## config.mk

```make
export PLATFORM = sky130hd
export DESIGN_NAME = min_max_contrast_stretch
export DESIGN_NICKNAME = d
export VERILOG_FILES = /design/src/design/mmcs_pkg.sv /design/src/design/mmcs_div.sv /design/src/design/min_max_contrast_stretch.sv
export SDC_FILE = /design/constraint.sdc
export NUM_CORES = 1
export LEC_CHECK = 0
export BUFFER_PORTS_ARGS = -buffer_cell sky130_fd_sc_hd__buf_2
export CAP_MARGIN = 20
export CORE_UTILIZATION = 60
export DETAILED_ROUTE_END_ITERATION = 6
export PLACE_DENSITY_LB_ADDON = 0.1
export REMOVE_ABC_BUFFERS = 1
export SLEW_MARGIN = 40
export SYNTH_ARGS = -nofsm -noshare
export SYNTH_HDL_FRONTEND = slang
export SYNTH_SLANG_ARGS = --single-unit
export TNS_END_PERCENT = 5
```

## constraint.sdc

```tcl
create_clock -name clk -period 6.21 [get_ports clk]
set_input_delay 0.3105 -clock clk [delete_from_list [all_inputs] [get_ports clk]]
set_output_delay 0.3105 -clock clk [all_outputs]
set_load 0.01 [all_outputs]
```

## src/design/mmcs_pkg.sv

```systemverilog
// ----------------------------------------------------------------------------
// mmcs_pkg
// Shared types and constants for the min-max contrast stretch block.
// ----------------------------------------------------------------------------
package mmcs_pkg;

    localparam int PIX_W    = 8;
    localparam int OP_W     = 2;
    localparam int PROD_W   = 2 * PIX_W;
    localparam int CFG_IDX_W = 1;

    // Operation codes carried by an input beat.
    localparam logic [OP_W-1:0] OP_CLEAR   = 2'd0;
    localparam logic [OP_W-1:0] OP_MEASURE = 2'd1;
    localparam logic [OP_W-1:0] OP_MAP     = 2'd2;

    // Configuration register indexes.
    localparam logic [CFG_IDX_W-1:0] CFG_TARGET_HIGH = 1'b0;
    localparam logic [CFG_IDX_W-1:0] CFG_TARGET_LOW  = 1'b1;

    // Reset values of the statistics and of the targets.
    localparam logic [PIX_W-1:0] STAT_MIN_RESET    = 8'hFF;
    localparam logic [PIX_W-1:0] STAT_MAX_RESET    = 8'h00;
    localparam logic [PIX_W-1:0] TARGET_HIGH_RESET = 8'hFF;
    localparam logic [PIX_W-1:0] TARGET_LOW_RESET  = 8'h00;

    typedef struct packed {
        logic [OP_W-1:0]  opcode;
        logic [PIX_W-1:0] pixel_value;
    } pixel_item_t;

    typedef struct packed {
        logic [PIX_W-1:0] out_pixel;
        logic [PIX_W-1:0] seen_min;
        logic [PIX_W-1:0] seen_max;
    } result_item_t;

    // Status handed from the divider back to the sequencer.
    typedef struct packed {
        logic             done;
        logic [PIX_W-1:0] quotient;
        logic             rem_nonzero;
    } div_status_t;

endpackage

```

## src/design/mmcs_div.sv

```systemverilog
// ----------------------------------------------------------------------------
// mmcs_div
// Restoring divider, one quotient bit per cycle, for a quotient that is
// known to fit in PIX_W bits.
// ----------------------------------------------------------------------------
module mmcs_div
    import mmcs_pkg::*;
(
    input  logic              clk,
    input  logic              rst_n,
    input  logic              start,
    input  logic [PROD_W-1:0] dividend,
    input  logic [PIX_W-1:0]  divisor,
    output div_status_t       status
);

    localparam int CNT_W = $clog2(PIX_W);

    logic [PIX_W-1:0] rem_reg, rem_next;
    logic [PIX_W-1:0] quo_reg, quo_next;
    logic [PIX_W-1:0] dvs_reg;
    logic [CNT_W-1:0] cnt_reg, cnt_next;
    logic             busy_reg, busy_next;
    logic             done_reg, done_next;

    logic [PIX_W:0]   trial;
    logic [PIX_W:0]   diff;
    logic             fits;

    // The upper half of the dividend is below the divisor, so it seeds the
    // partial remainder and only the lower half is shifted through.
    assign trial = {rem_reg, quo_reg[PIX_W-1]};
    assign diff  = trial - {1'b0, dvs_reg};
    assign fits  = (trial >= {1'b0, dvs_reg});

    always_comb
    begin
        rem_next  = rem_reg;
        quo_next  = quo_reg;
        cnt_next  = cnt_reg;
        busy_next = busy_reg;
        done_next = 1'b0;
        if (start)
        begin
            rem_next  = dividend[PROD_W-1:PIX_W];
            quo_next  = dividend[PIX_W-1:0];
            cnt_next  = '0;
            busy_next = 1'b1;
        end
        else if (busy_reg)
        begin
            rem_next = fits ? diff[PIX_W-1:0] : trial[PIX_W-1:0];
            quo_next = {quo_reg[PIX_W-2:0], fits};
            cnt_next = cnt_reg + 1'b1;
            if (cnt_reg == CNT_W'(PIX_W - 1))
            begin
                busy_next = 1'b0;
                done_next = 1'b1;
            end
        end
    end

    always_ff @(posedge clk or negedge rst_n)
    begin
        if (!rst_n)
        begin
            busy_reg <= 1'b0;
            done_reg <= 1'b0;
            cnt_reg  <= '0;
        end
        else
        begin
            busy_reg <= busy_next;
            done_reg <= done_next;
            cnt_reg  <= cnt_next;
        end
    end

    always_ff @(posedge clk)
    begin
        rem_reg <= rem_next;
        quo_reg <= quo_next;
        if (start)
        begin
            dvs_reg <= divisor;
        end
    end

    assign status.done        = done_reg;
    assign status.quotient    = quo_reg;
    assign status.rem_nonzero = |rem_reg;

endmodule

```

## src/design/min_max_contrast_stretch.sv

```systemverilog
// ----------------------------------------------------------------------------
// min_max_contrast_stretch
// Two-pass min-max contrast stretch of 8-bit grey pixels with no frame store.
// ----------------------------------------------------------------------------
// The frame is streamed through twice. Measure beats fold each pixel into a
// running minimum and maximum, a clear beat returns them to 255 and 0, and
// map beats return target_low + floor((p - min) * (target_high - target_low)
// / (max - min)), with the pixel first saturated to the measured range and
// target_low returned outright when the maximum does not exceed the minimum.
// Every input beat gives exactly one result beat, which also reports the
// statistics after that beat. Clear, measure, unused opcodes and map beats on
// a flat frame reach the result register in the cycle after acceptance. Any
// other map beat passes in turn through the 8x8 multiply, the restoring
// divider (one quotient bit per cycle), a step that applies the floor
// correction and adds the low target, and a step that posts the result
// once the result register is free. The next beat can be taken once the
// sequencer has returned to idle after such a result is posted. The input
// side stalls while a map beat is in flight and while the result register
// holds a beat that the far side is stalling. The two target registers are
// written through the configuration port, which is always ready, and should
// only be changed while no beat is in flight.
// ----------------------------------------------------------------------------
module min_max_contrast_stretch
    import mmcs_pkg::*;
(
    input  logic                 clk,
    input  logic                 rst_n,

    input  logic                 cfg_valid,
    output logic                 cfg_ready,
    input  logic [CFG_IDX_W-1:0] cfg_index,
    input  logic [PIX_W-1:0]     cfg_data,

    input  logic                 pixel_valid,
    output logic                 pixel_stall,
    input  pixel_item_t          pixel_item,

    output logic                 result_valid,
    input  logic                 result_stall,
    output result_item_t         result_item
);

    // Sequencer states.
    localparam logic [1:0] ST_IDLE = 2'd0;
    localparam logic [1:0] ST_MUL  = 2'd1;
    localparam logic [1:0] ST_DIV  = 2'd2;
    localparam logic [1:0] ST_OUT  = 2'd3;

    logic [1:0]       state_reg, state_next;
    logic [PIX_W-1:0] min_reg, min_next;
    logic [PIX_W-1:0] max_reg, max_next;
    logic [PIX_W-1:0] high_reg, high_next;
    logic [PIX_W-1:0] low_reg, low_next;
    logic             result_valid_reg, result_valid_next;

    // Operands of the map path; payload only, so no reset.
    logic [PIX_W-1:0] diff_reg, diff_next;
    logic [PIX_W-1:0] den_reg, den_next;
    logic [PIX_W-1:0] mag_reg, mag_next;
    logic             neg_reg, neg_next;
    logic [PIX_W-1:0] res_reg, res_next;
    result_item_t     result_item_reg, result_item_next;

    logic             accept;
    logic             out_free;
    logic             flat;
    logic [PIX_W-1:0] pix_sat;
    logic [PIX_W:0]   q_mag;
    logic             div_start;
    logic [PROD_W-1:0] product;
    div_status_t      div_status;

    assign cfg_ready = 1'b1;

    // The result register is free when empty or being emptied this cycle.
    assign out_free    = !result_valid_reg || !result_stall;
    assign pixel_stall = (state_reg != ST_IDLE) || !out_free;
    assign accept      = pixel_valid && !pixel_stall;

    // A frame whose maximum does not exceed its minimum is flat or was never
    // measured; the division is skipped.
    assign flat = (max_reg <= min_reg);

    always_comb
    begin
        if (pixel_item.pixel_value < min_reg)
        begin
            pix_sat = min_reg;
        end
        else if (pixel_item.pixel_value > max_reg)
        begin
            pix_sat = max_reg;
        end
        else
        begin
            pix_sat = pixel_item.pixel_value;
        end
    end

    // The multiply feeds the divider load directly; the divider registers it.
    assign product   = {{PIX_W{1'b0}}, diff_reg} * {{PIX_W{1'b0}}, mag_reg};
    assign div_start = (state_reg == ST_MUL);

    mmcs_div u_div
    (
        .clk      (clk),
        .rst_n    (rst_n),
        .start    (div_start),
        .dividend (product),
        .divisor  (den_reg),
        .status   (div_status)
    );

    // A negative scale floors towards minus infinity, so an inexact quotient
    // grows by one in magnitude. The magnitude never exceeds the target span,
    // so the sum stays inside the target range and needs no saturation.
    assign q_mag = {1'b0, div_status.quotient}
                   + {{PIX_W{1'b0}}, neg_reg && div_status.rem_nonzero};

    always_comb
    begin
        state_next        = state_reg;
        min_next          = min_reg;
        max_next          = max_reg;
        high_next         = high_reg;
        low_next          = low_reg;
        result_valid_next = result_valid_reg && result_stall;
        diff_next         = diff_reg;
        den_next          = den_reg;
        mag_next          = mag_reg;
        neg_next          = neg_reg;
        res_next          = res_reg;
        result_item_next  = result_item_reg;

        if (cfg_valid && cfg_ready)
        begin
            case (cfg_index)
                CFG_TARGET_HIGH: high_next = cfg_data;
                CFG_TARGET_LOW:  low_next  = cfg_data;
                default:         ;
            endcase
        end

        case (state_reg)
            ST_IDLE:
            begin
                if (accept)
                begin
                    case (pixel_item.opcode)
                        OP_CLEAR:
                        begin
                            min_next = STAT_MIN_RESET;
                            max_next = STAT_MAX_RESET;
                        end
                        OP_MEASURE:
                        begin
                            if (pixel_item.pixel_value < min_reg)
                            begin
                                min_next = pixel_item.pixel_value;
                            end
                            if (pixel_item.pixel_value > max_reg)
                            begin
                                max_next = pixel_item.pixel_value;
                            end
                        end
                        default:
                        begin
                        end
                    endcase

                    diff_next = pix_sat - min_reg;
                    den_next  = max_reg - min_reg;
                    neg_next  = (high_reg < low_reg);
                    mag_next  = (high_reg < low_reg) ? (low_reg - high_reg)
                                                      : (high_reg - low_reg);

                    if (pixel_item.opcode == OP_MAP && !flat)
                    begin
                        state_next = ST_MUL;
                    end
                    else
                    begin
                        result_valid_next          = 1'b1;
                        result_item_next.out_pixel = (pixel_item.opcode == OP_MAP)
                                                     ? low_reg : '0;
                        result_item_next.seen_min  = min_next;
                        result_item_next.seen_max  = max_next;
                    end
                end
            end
            ST_MUL:
            begin
                state_next = ST_DIV;
            end
            ST_DIV:
            begin
                if (div_status.done)
                begin
                    res_next   = neg_reg ? (low_reg - q_mag[PIX_W-1:0])
                                         : (low_reg + q_mag[PIX_W-1:0]);
                    state_next = ST_OUT;
                end
            end
            ST_OUT:
            begin
                if (out_free)
                begin
                    result_valid_next          = 1'b1;
                    result_item_next.out_pixel = res_reg;
                    result_item_next.seen_min  = min_reg;
                    result_item_next.seen_max  = max_reg;
                    state_next                 = ST_IDLE;
                end
            end
            default:
            begin
                state_next = ST_IDLE;
            end
        endcase
    end

    always_ff @(posedge clk or negedge rst_n)
    begin
        if (!rst_n)
        begin
            state_reg        <= ST_IDLE;
            min_reg          <= STAT_MIN_RESET;
            max_reg          <= STAT_MAX_RESET;
            high_reg         <= TARGET_HIGH_RESET;
            low_reg          <= TARGET_LOW_RESET;
            result_valid_reg <= 1'b0;
        end
        else
        begin
            state_reg        <= state_next;
            min_reg          <= min_next;
            max_reg          <= max_next;
            high_reg         <= high_next;
            low_reg          <= low_next;
            result_valid_reg <= result_valid_next;
        end
    end

    always_ff @(posedge clk)
    begin
        diff_reg        <= diff_next;
        den_reg         <= den_next;
        mag_reg         <= mag_next;
        neg_reg         <= neg_next;
        res_reg         <= res_next;
        result_item_reg <= result_item_next;
    end

    assign result_valid = result_valid_reg;
    assign result_item  = result_item_reg;

endmodule

```

==> summary.md <==
| Metric | Value |
|---|---|
| Synth unique cells | 53 |
| Clock latency on the worst-skew pair | between 0.4 and 0.5 ns |
| Final setup viols | 0 |
| Worst setup path category | reg2reg |
| Sequential element share of the synthesized area | 37.4% |
| Worst r2r src | diff_reg[0] |
| I/O Buffers | 49 |
| CORE AREA | ~0.015 sq mm |
| Clk sinks | around 120 |
| Synth Instances | around 900 |
| TritonCTS clock tree | yes |
| Fraction of registers with async set/reset | 33.1% |
| Layout area overhead | 11.9% |
| Post-CTS Setup Bufs | 0 |
| DP HPWL | 15800 um |
| Simple-gate area share of the yosys netlist | 12.4% |
| Worst r2r path cells | 16 |
| Drt total wl | approximately 20000 um |
| RSZ-0062 raised after global routing | no |
| Layout cells sized above 1 | 12.8% |
| Post-synthesis xor/xnor area fraction | 4.74% |
| Vias post-DR | 6735 |
| Hold Path Origin | cfg_data[2] |
| H-tree Lvls | 4 |
| Adder and majority gate portion of the synthesized area | 23.3% |
| Seq cells post-synth | 121 |
| WP depth | 16 |
| ANT cells | 0 |
| Final setup TNS | 0 ns |
| Type of the worst min-delay path | in2reg |
| I/O pins | 51 |
| Largest net degree at the start of global routing | 41 |
| CP most frequent cell | fa_1 |
| Synth Warn # | 0 |
| DR vias/cell | 5.89 |
| Die width | 126 um |
| Max cap viols | 0 |
| Endpoint class of the critical path | register |
| Initial DRC count | 382 |
| Die area | 0.0159 sq mm |
| CTS buffer count | 17 |
| Min cycle time layout | approximately 4.8 ns |
| Placer Congestion | 0.920 |
| Synth top cells by count | 113 x inv_1, 105 x ha_1, 81 x edfxtp_1 |
| Total track usage | 27.3% |
| First-pass GRT wire length | 33600 um |
| Crit path launch type | register |
| Initial antenna violation count | 0 |
| Status | complete, no violations |
| Flop2flop setup slack | 1.41 ns |
| Post-synth EDFFs | 81 |
| Max reg flops | 24 |
| Fillers | between 1000 and 1500 |
| Post-synthesis mux area share | 3.14% |
| Slowest stage delay, CP | 0.55 ns |
| Root Driver | clkbuf_16 |
| Top-count cell post-synth | inv_1 |
| Worst EP arrival | 4.94 ns |
| Max-slew headroom | 49.1% |
| Nets@finish | 1118 |
| Bufs and invs on worst path | 3 |
| Post-route ant nets | 0 |
| Syn Area/Cell | 10.4 sq um |
| Synth top area cells | edfxtp_1 26%, ha_1 14%, fa_1 9.1% |
| R2r endpoint | u_div.rem_reg[6] |
| Synth Area in Compound Gates | between 10% and 20% |
| Placement Rows | 44 |
| Wire per inst | 17.9 um |
| Main flop type after synthesis | edfxtp_1 |
| CTS Buffer Depth | 2 |
| Slowest stage cell, crit path | fa_1 |
| DR pass1 iterations | 5 |
| Clock Pin Slew Worst Setup and Hold Paths | ~0.060 ns |
| Mapped Area | 0.00924 sq mm |
| Yosys top cell area share | 26.3% |
| Slew @ Worst Pin | 0.757 ns |
| Worst hold endpoint | high_reg[2] |
| Global route overflow | 0 |
| Final hold violation count | 0 |
| Die height | approximately 130 um |
| Largest family of logic cells by synthesized area | adder cells |
| CP Cell Sequence | nand2_1 -> fa_1 -> fa_1 -> inv_1 -> fa_1 -> inv_1 -> fa_1 -> inv_1 -> ha_1 -> a21o_1 -> a21o_1 -> a21oi_1 -> o31ai_1 -> a311oi_1 -> xnor2_1 -> a22oi_1 |
| Vias in the first global route | 6794 |
| Highest Clock Rate | ~210 MHz |
| Worst hold stages | 3 |
| Top delay family on crit path | adder cells |
| Clock skew | 0.00949 ns |
| Area leader, netlist | edfxtp_1 |
| Final Max Tran Viols | 0 |
| Initial Util | 62.6% |
| Crit path max fanout | 8 |
| DRC viols | 0 |
| Critical Path RT | 6.35 ns |
| Final Cycle Share | 77.4% |
area by class of cell:
type,instances,area [sq um],share of cell area [%]
Timing Repair Buffer,54,288,2.78
Tap cell,184,230,2.23
Clock buffer,18,429,4.15
Multi-Input combinational cell,640,5310,51.4
Sequential cell,121,3450,33.4
Clock inverter,14,201,1.95
Inverter,113,424,4.10
layout by cell type (no fill, tap or decap), drive strengths merged, types with 11 or more instances in the layout:
cell type  instances
a21o              20
a21oi             50
a22o              16
and2              55
buf               53
clkbuf            18
dfrtp             24
dfstp             16
edfxtp            81
fa                42
ha               105
inv              115
mux2              16
mux2i             11
nand2             65
nand3             14
nor2              29
nor2b             19
nor3              13
o21ai             45
o22a              17
xnor2             26
xor2              24
worst register-to-register path, stage by stage, from the launching register on:
cell	delay (ns)
edfxtp_1	0.46
nand2_1	0.12
fa_1	0.53
fa_1	0.55
inv_1	0.05
fa_1	0.53
inv_1	0.06
fa_1	0.54
inv_1	0.05
ha_1	0.36
a21o_1	0.21
a21o_1	0.18
a21oi_1	0.14
o31ai_1	0.14
a311oi_1	0.35
xnor2_1	0.16
a22oi_1	0.11
logic make-up (layout without fill, tap and decap cells):
kind of cell / Yosys count / count (layout)
xor+xnor: 50 / 50
other cells: 1 / 1
simple gates: 224 / 224
flops: 121 / 121
mux: 27 / 27
buf+inv: 127 / 199
compound gates: 191 / 191
fa+ha+maj: 147 / 147
worst max path at each step:
stage           startpoint               end
2_1_floorplan   mag_reg[7]  u_div.rem_reg[6]
3_3_place_gp   diff_reg[0]  u_div.rem_reg[6]
3_5_place_dp   diff_reg[0]  u_div.rem_reg[6]
4_1_cts        diff_reg[0]  u_div.rem_reg[6]
5_1_grt        diff_reg[0]  u_div.rem_reg[6]
6_report       diff_reg[0]  u_div.rem_reg[6]
through the flow:
stage               utilization, %  hold WS, ns  worst slack, ns  area (sq um)  instances
finish                        70.1        0.126             1.41         10300       1144
detailed placement            65.6        0.331             1.39          9690       1110
global route                  70.1        0.133             1.14         10300       1144
CTS                           70.0        0.111             1.40         10300       1143
floorplan                        -       0.0149             1.73          9180        874
global placement              65.6        0.401             1.52          9680       1110
metal layers:
metal	up-vias	share of wire [%]	track usage, %
met5	-	0	0
met4	0	1.8	9.14
met3	45	4.9	4.16
met2	206	47	44.4
met1	3272	46	37.6
li1	3212	-	-
what timing repair did:
| item | 4_1_cts | 5_1_grt |
|---|---|---|
| gates resized for setup | 0 | 0 |
| hold buffers | 1 | 0 |
| hold endpoints to repair | 24 | 0 |
| setup endpoints to repair | 0 | 0 |
Power is not shown: default switching activity piles up to over one toggle a cycle in this logic, so the estimate is an artifact.
